<file path="src/rtl/binary_grid_automaton_smoother_defines.svh">
// assertion macros for the grid smoother
`ifndef BINARY_GRID_AUTOMATON_SMOOTHER_DEFINES_SVH
`define BINARY_GRID_AUTOMATON_SMOOTHER_DEFINES_SVH

`ifndef SYNTHESIS
`define BGAS_ASSERT_SAME(label, clk, rst_n, ante, cons) \
    label: assert property (@(posedge clk) disable iff (!rst_n) (ante) |-> (cons)) \
        else $error("bgas assertion failed");
`define BGAS_ASSERT_NEXT(label, clk, rst_n, ante, cons) \
    label: assert property (@(posedge clk) disable iff (!rst_n) (ante) |=> (cons)) \
        else $error("bgas assertion failed");
`else
`define BGAS_ASSERT_SAME(label, clk, rst_n, ante, cons)
`define BGAS_ASSERT_NEXT(label, clk, rst_n, ante, cons)
`endif

`endif

</file>
<file path="src/rtl/bgas_pkg.sv">
package bgas_pkg;

    localparam int GRID_ROWS_DEF = 64;
    localparam int GRID_COLS_DEF = 64;

    localparam logic [1:0] KIND_WRITE  = 2'd0;
    localparam logic [1:0] KIND_SMOOTH = 2'd1;
    localparam logic [1:0] KIND_READ   = 2'd2;

    localparam logic [7:0] PASS_COUNT_RST = 8'd10;
    localparam logic [3:0] NBR_THRESH     = 4'd4;

    typedef struct packed {
        logic [1:0] kind;
        logic [5:0] row;
        logic [5:0] col;
        logic       cell_in;
    } bgas_in_t;

    typedef struct packed {
        logic cell_out;
        logic smooth_done;
    } bgas_out_t;

    typedef struct packed {
        logic clear;
        logic acc_en;
        logic is_centre;
    } bgas_acc_ctl_t;

endpackage

</file>
<file path="src/rtl/bgas_nbr_unit.sv">
module bgas_nbr_unit
    import bgas_pkg::*;
(
    input  logic          clk,
    input  logic          rst_n,
    input  bgas_acc_ctl_t ctl,
    input  logic          tap_bit,
    output logic          new_val
);

    logic [3:0] count_reg;
    logic [3:0] count_next;
    logic       centre_reg;
    logic       centre_next;

    always_comb
    begin
        count_next  = count_reg;
        centre_next = centre_reg;
        if (ctl.clear)
        begin
            count_next = 4'd0;
        end
        else if (ctl.acc_en)
        begin
            if (ctl.is_centre)
            begin
                centre_next = tap_bit;
            end
            else
            begin
                count_next = count_reg + {3'd0, tap_bit};
            end
        end
    end

    always_ff @(posedge clk or negedge rst_n)
    begin
        if (!rst_n)
        begin
            count_reg  <= 4'd0;
            centre_reg <= 1'b0;
        end
        else
        begin
            count_reg  <= count_next;
            centre_reg <= centre_next;
        end
    end

    // 4/5 rule: above four sets, below four clears, four keeps
    assign new_val = (count_reg > NBR_THRESH) ? 1'b1 :
                     (count_reg < NBR_THRESH) ? 1'b0 : centre_reg;

endmodule

</file>
<file path="config.mk">
export PLATFORM = sky130hd
export DESIGN_NAME = bgas_nbr_unit
export DESIGN_NICKNAME = d
export VERILOG_FILES = /design/src/rtl/binary_grid_automaton_smoother_defines.svh /design/src/rtl/bgas_pkg.sv /design/src/rtl/bgas_nbr_unit.sv
export SDC_FILE = /design/constraint.sdc
export NUM_CORES = 1
export LEC_CHECK = 0
export BUFFER_PORTS_ARGS = -buffer_cell sky130_fd_sc_hd__buf_2
export CAP_MARGIN = 0
export CORE_AREA = 8 8 45 47
export CTS_BUF_LIST = sky130_fd_sc_hd__clkbuf_2 sky130_fd_sc_hd__clkbuf_4 sky130_fd_sc_hd__clkbuf_8
export CTS_CLUSTER_SIZE = 12
export DETAILED_ROUTE_END_ITERATION = 6
export DIE_AREA = 0 0 53 55
export SLEW_MARGIN = 25
export SYNTH_ARGS = -nofsm -noshare
export SYNTH_HDL_FRONTEND = slang
export SYNTH_SLANG_ARGS = --single-unit
</file>
<file path="constraint.sdc">
create_clock -name clk -period 1.1 [get_ports clk]
set_input_delay 0.22 -clock clk [delete_from_list [all_inputs] [get_ports clk]]
set_output_delay 0.22 -clock clk [all_outputs]
set_load 0.01 [all_outputs]
</file>
After elaboration in Yosys (flattened, before gate mapping). Cells that the tools add are included.

Register bits after elaboration: 5. Input port bits: 6. Output and inout port bits: 1. Logic and storage cells: 15.

Add/subtract/negate cells: 1. Order comparisons: 2. Equal/unequal tests: 1. Multiplexer cells: 5. Bitwise logic cells: 1. Reductions and logical operators: 3.

Operator list (count): 2-to-1 mux 4 bit (3); adder 4 x 1 -> 4 bit (1); > comparator 4 x 3 -> 1 bit, second input constant (1); < comparator 4 x 3 -> 1 bit, second input constant (1); AND reduction 3 bit (1); 2-to-1 mux 1 bit (2); != test 2 x 1 -> 1 bit, second input constant (1); AND reduction 2 bit (1); nonzero test 2 bit (1); inverter 1 bit (1).

Logic depth before layout (Yosys ltp). Gate-level depths: netlist (run 1).

Depth after elaboration: 4. Mapped depth: 5. Mapped depth without buffers: 5.

Least setup slack after synthesis (run 1). OpenSTA, ideal clock, no wires.

Path kind: reg-to-reg. Start: register count_reg[0]. End: register count_reg[2]. Setup time: 118 ps. Arrival time: 995 ps. Required time: 982 ps. Path slack: -13 ps. Cell stages (with the launch flop): 6. Path buffers: 0. Period minus slack after synthesis: 1113 ps. Cell sequence: dfrtp_1 > ha_1 > ha_1 > nand3b_1 > xor2_1 > nor2_1.

Longest elaborated chain between the ends: 4.

RTL lines: start, declared (line bgas_nbr_unit.sv:11) `logic [3:0] count_reg;`; start signal, assigned (line bgas_nbr_unit.sv:46) `count_reg <= count_next;`; adder 4 x 1 -> 4 bit (line bgas_nbr_unit.sv:32) `count_next = count_reg + {3'd0, tap_bit};`; 2-to-1 mux 4 bit (line bgas_nbr_unit.sv:26) `if (ctl.is_centre)`; 2-to-1 mux 4 bit (line bgas_nbr_unit.sv:24) `else if (ctl.acc_en)`; 2-to-1 mux 4 bit (line bgas_nbr_unit.sv:20) `if (ctl.clear)`.

No other way between the ends. The select of a mux whose other input is x is not followed. A chain may end at the register's enable or synchronous reset.

Worst setup path in the final report (run 1).
Start: register count_reg[1]. End: output new_val.

Longest elaborated chain between the ends: 3. Elaborated cells between the ends (all ways): 4. Classes of those cells: order compare (2); mux (2).

RTL lines: < comparator 4 x 3 -> 1 bit (line bgas_nbr_unit.sv:53) `(count_reg < NBR_THRESH) ? 1'b0 : centre_reg;`; 2-to-1 mux 1 bit (line bgas_nbr_unit.sv:53); 2-to-1 mux 1 bit (*) (line bgas_nbr_unit.sv:52) `assign new_val = (count_reg > NBR_THRESH) ? 1'b1 :`; end, declared (line bgas_nbr_unit.sv:8) `output logic new_val`.

Every way passes the cells marked *; elsewhere a longest branch is shown, timed or not.

==> results.txt, run 1 <==
Status: finished, violations left
Violated checks: setup timing
Root Driver: clkbuf_4
WL per Instance: 12.38 microns
Vias/cell: 4.208
CP top delay family: flip-flops
Total global-route track usage: 0.05315
Critical Path End Type: primary output
Clk slew on worst S/H paths: 0.04 ns
First-pass GRT wire length: 1000 microns
CP max FO: 2
Worst skew pair latency: 0.23 ns
Cell Area, Synth: 265.3 sq um
Via Count: 223
Initial cell density of the core: 0.1917
GR Overflow Total: 0
Initial antenna violation count: 0
Drt pass-1 iters: 2
Max-Cap Viols: 0
#FFs+latches synth: 5
Final Wtd Congestion: 0.6542
Static leakage: 0.0001920 uW
Min Tclk post-route: 1.293 ns
Yosys cell types: 15
Clock buffer count from CTS: 3
Drc violations: 0
Fin util: 0.3002
Count of final setup violators: 4
Fin area: 415.4 sq um
Cell count along the critical path: 3
WP buf/inv: 1
Max stage delay on crit path: 0.37 ns
Worst Skew: 0.001064 ns
Vias in the first global route: 238
DIE AREA: 2915 sq um
CTS tree: done
Worst hold path class: input port to flip-flop
Register area share after synthesis: 0.4717
DP Wirelength: 473.5 microns
Data required, critical path: 0.88 ns
Yosys warnings: 0
Worst Reg-to-Reg Cells: 5
Worst-Margin Slew: 0.2124 ns
Placed cell area: 325.3 sq um
Mapped Cells: 24
Peak VDD IR: 0.3840 mV
Period utilization: 1.175
Pwr dens: 1166 nW/um^2
Slowest cell on crit path: dfrtp_1
# clock sinks: 5
Startpoint class of the critical path: flip-flop
PnR worst setup slack: -0.1930 ns
Area of the core: 1384 sq um
Number of flip-flops in the largest register: 4
Worst path arrival time: 1.07 ns
Commonest non-fill, non-tap cell in the layout: buf_2
Max Fclk: 0.7734 GHz
Yosys top cell area share: 0.4717
Worst Hold Slack: 0.2112 ns
Largest net degree at the start of global routing: 6
Num ports: 7
CTS H-tree depth: 1
Syn Area/Cell: 11.05 sq um
Area contributors post-synth: dfrtp_1 47%, ha_1 9.4%, mux2i_1 7.5%
Chip Width: 53 microns
Critical-path cell list: o31ai_2 > nand2b_1 > buf_2
Row Count: 14
Chip Height: 55 microns
Syn Nets: 32
Yosys top cell by area: dfrtp_1
Diodes inserted: 0
Rel. slew slack: 0.8569
Max Transition Viols Final: 0
Routed Antenna Nets: 0
First-iteration detailed-routing DRC count: 1
Hold Vio Cnt, Final: 0
PortBufs: 6
RSZ-0062 raised after global routing: yes
Crit path kind: flip-flop to primary output
WL final: 656 microns
Top library cells by usage in the layout, fill and taps aside: 6 x buf_2, 4 x nor2_1, 4 x dfrtp_1, 4 x clkbuf_4
Pwr Total: 484.2 uW
Worst hold path cell count: 2
Share of cells above drive strength 1: 0.5676
P&R area growth vs syn: 56.60%
Nets: 46
Clock buffer depth: 2
==> metal layers <==
layer / vias to the layer above / track usage / part of all wire
met3: 0 / 0.01872 / 0.067
met4: 0 / 0.06466 / 0
met2: 3 / 0.09766 / 0.60
met5: - / 0 / 0
li1: 110 / - / -
met1: 110 / 0.03828 / 0.33
==> final timing paths <==
check,from,end,slack (ns)
worst min-delay path,ctl[2],count_reg[3],0.21
max in group asynchronous,rst_n,count_reg[0],0.63
worst min register to register,centre_reg,centre_reg,0.53
min in group asynchronous,rst_n,count_reg[3],0.33
worst max-delay path,count_reg[1],new_val,-0.19
worst max register to register,count_reg[0],count_reg[2],-0.15
==> cell type report <==
| type | instances | area (sq um) |
|---|---|---|
| clock buffer | 4 | 30.03 |
| timing repair buffer | 9 | 55.05 |
| multi-input combinational | 19 | 183.9 |
| sequential | 5 | 126.4 |
| fill | 152 | 968.4 |
| tap | 16 | 20.02 |
==> where the power goes <==
part | total [uW] | internal [uW] | switching, uW
Combinational | 55.5 | 30.7 | 24.7
Clock | 226 | 161 | 64.8
Sequential | 203 | 195 | 7.93
==> cells by family after synthesis <==
family | share of synthesized area
AOI/OAI and AO/OA | 0.06601
xor gates and xnor gates | 0.03302
adders and majority gates | 0.09432
DFF | 0.4717
muxes | 0.1179
and+or+nand+nor | 0.2170
==> metrics by stage <==
stage          setup WS (ns)  setup TNS, ns  cells
5_1_grt              -0.2639        -0.6598     53
3_5_place_dp        -0.09109        -0.2125     47
3_3_place_gp        -0.07291        -0.1516     47
6_report             -0.1930        -0.4132     53
2_1_floorplan       0.006565              0     24
4_1_cts              -0.2116        -0.4248     53
==> cells in the mapped netlist <==
cell      instances
ha_1              2
o21ai_0           1
nand2_1           1
nand2b_4          1
nand3b_1          1
or3_1             1
nor2_1            4
xor2_1            1
mux2i_1           2
nand2b_1          1
nand3_1           1
a21oi_1           1
dfrtp_1           5
mux2_2            1
o31ai_1           1
==> what timing repair did <==
action                                 4_1_cts  5_1_grt
cloned                                       0        0
endpoints found under the hold margin        5        0
hold buffers                                 1        0
buffers inserted                             1        0
pin swaps                                    1        3
gates resized for setup                      5        2
setup endpoints to repair                    4        4
No activity file was read; power rests on OpenSTA's default activity.
==> inputs of run 2 (changes only) <==
==> constraint.sdc (replaced) <==
create_clock -name clk -period 1.4 [get_ports clk]
set_input_delay 0.28 -clock clk [delete_from_list [all_inputs] [get_ports clk]]
set_output_delay 0.28 -clock clk [all_outputs]
set_load 0.01 [all_outputs]
==> run 2 against run 1 <==
- the flow now finishes without violations
- global-route usage down 0.65 points
- cell count unchanged
- core utilization down 2.9 points
- first-iteration DRC count up 100%
- non-clock buffer count did not move
- clock skew is 0.0022 ns higher
- worst setup slack improved by 0.19 ns
- highest routed layer is now met4
==> results.txt, run 2 (synthesis results as in run 1) <==
Pwr Total: 378.9 uW
Worst Hold End: count_reg[3]
Worst Reg-to-Reg Cells: 6
Drt pass-1 iters: 3
CP max FO: 3
Diodes inserted: 0
Drc violations: 0
Max Transition Viols Final: 0
Storage element area: 125.1 sq um
CTS tree: done
Worst Skew: 0.003250 ns
First-iteration detailed-routing DRC count: 2
Internal reg-to-reg setup slack: 0.12 ns
Startpoint class of the critical path: flip-flop
Min Tclk post-route: 1.398 ns
Routed Antenna Nets: 0
Peak VDD IR: 0.2560 mV
Critical Path End Type: primary output
Slowest cell on crit path: dfrtp_1
Max stage delay on crit path: 0.40 ns
Max-Cap Viols: 0
PnR worst setup slack: 0.001549 ns
First-pass GRT wire length: 841 microns
Nets: 46
Top library cells by usage in the layout, fill and taps aside: 6 x buf_2, 5 x dfrtp_1, 4 x nor2_1, 4 x clkbuf_4
Rel. slew slack: 0.8497
Static leakage: 0.0001969 uW
Via Count: 217
Area of the multi-input gates: 145.1 sq um
# clock sinks: 5
WL per Instance: 10.79 microns
WL final: 572 microns
DP Wirelength: 413 microns
Reg2reg end: count_reg[2]
Worst path arrival time: 1.12 ns
HP Start: ctl[2]
PortBufs: 6
Vias in the first global route: 206
Worst Hold Slack: 0.2578 ns
Clock buffer count from CTS: 3
Status: complete, no violations
Critical-path cell list: o31ai_2 > nand2b_1 > buf_2
Vias/cell: 4.094
Largest net degree at the start of global routing: 6
Area of the core: 1384 sq um
Hold Vio Cnt, Final: 0
Share of cells above drive strength 1: 0.4054
RSZ-0062 raised after global routing: yes
Crit path kind: flip-flop to primary output
Worst skew pair latency: 0.24 ns
CP top delay family: flip-flops
Fillers: 153
Num ports: 7
Worst-Margin Slew: 0.2241 ns
Reg2Reg Launch Point: count_reg[1]
GR Overflow Total: 0
Total global-route track usage: 0.04660
WP buf/inv: 1
Count of final setup violators: 0
Period utilization: 0.9989
Worst hold path cell count: 2
P&R area growth vs syn: 41.51%
Pwr dens: 1009 nW/um^2
DIE AREA: 2915 sq um
Commonest non-fill, non-tap cell in the layout: buf_2
Chip Width: 53 microns
Worst hold path class: input port to flip-flop
Root Driver: clkbuf_4
Data required, critical path: 1.12 ns
Max Fclk: 0.7151 GHz
Number of flip-flops in the largest register: 4
CTS H-tree depth: 1
Clk slew on worst S/H paths: 0.04 ns
Row Count: 14
Initial antenna violation count: 0
Clock buffer depth: 2
Initial cell density of the core: 0.1917
Place WS: 0.2013 ns
Final Wtd Congestion: 0.6601
Chip Height: 55 microns
[run 2: worst max path at each step]
stage / to / depth (start not counted) / from
2_1_floorplan: count_reg[2] / 5 / count_reg[0]
3_3_place_gp: count_reg[2] / 6 / tap_bit
3_5_place_dp: count_reg[2] / 6 / tap_bit
4_1_cts: new_val / 3 / centre_reg
5_1_grt: new_val / 3 / count_reg[1]
6_report: new_val / 3 / count_reg[1]
[run 2: stage by stage]
step / cell area (sq um) / cells / setup TNS [ns] / util
floorplan: 265.3 / 24 / 0 / -
global placement: 315.3 / 46 / 0 / 0.2278
detailed placement: 315.3 / 46 / 0 / 0.2278
CTS: 360.3 / 51 / 0 / 0.2604
global route: 375.4 / 53 / -0.05563 / 0.2712
finish: 375.4 / 53 / 0 / 0.2712
[run 2: metal layers]
layer | track usage | vias up | wire (microns)
met1 | 0.03374 | 99 | 190
met5 | 0 | - | 0
li1 | - | 111 | -
met3 | 0.03476 | 2 | 46
met2 | 0.06836 | 5 | 316
met4 | 0.06466 | 0 | 19
[run 2: cell type report]
type / count / area share
multi-input cells: 19 / 0.3867
flip-flops and latches: 5 / 0.3333
repair buffers: 9 / 0.1467
clock buffers: 4 / 0.08000
well taps: 16 / 0.05333
[run 2: repair_timing]
item                                   4_1_cts  5_1_grt
setup endpoints to repair                    1        1
endpoints found under the hold margin        5        0
pin swaps                                    1        1
gates resized for setup                      1        0
buffers inserted                             0        2
hold buffers                                 1        0
[run 2: report_power, final]
group	switching, uW	internal (uW)	total, uW
logic	15.9	19.7	35.6
registers	5.67	153	158
clock network	57.8	127	185
total	79.4	299	379
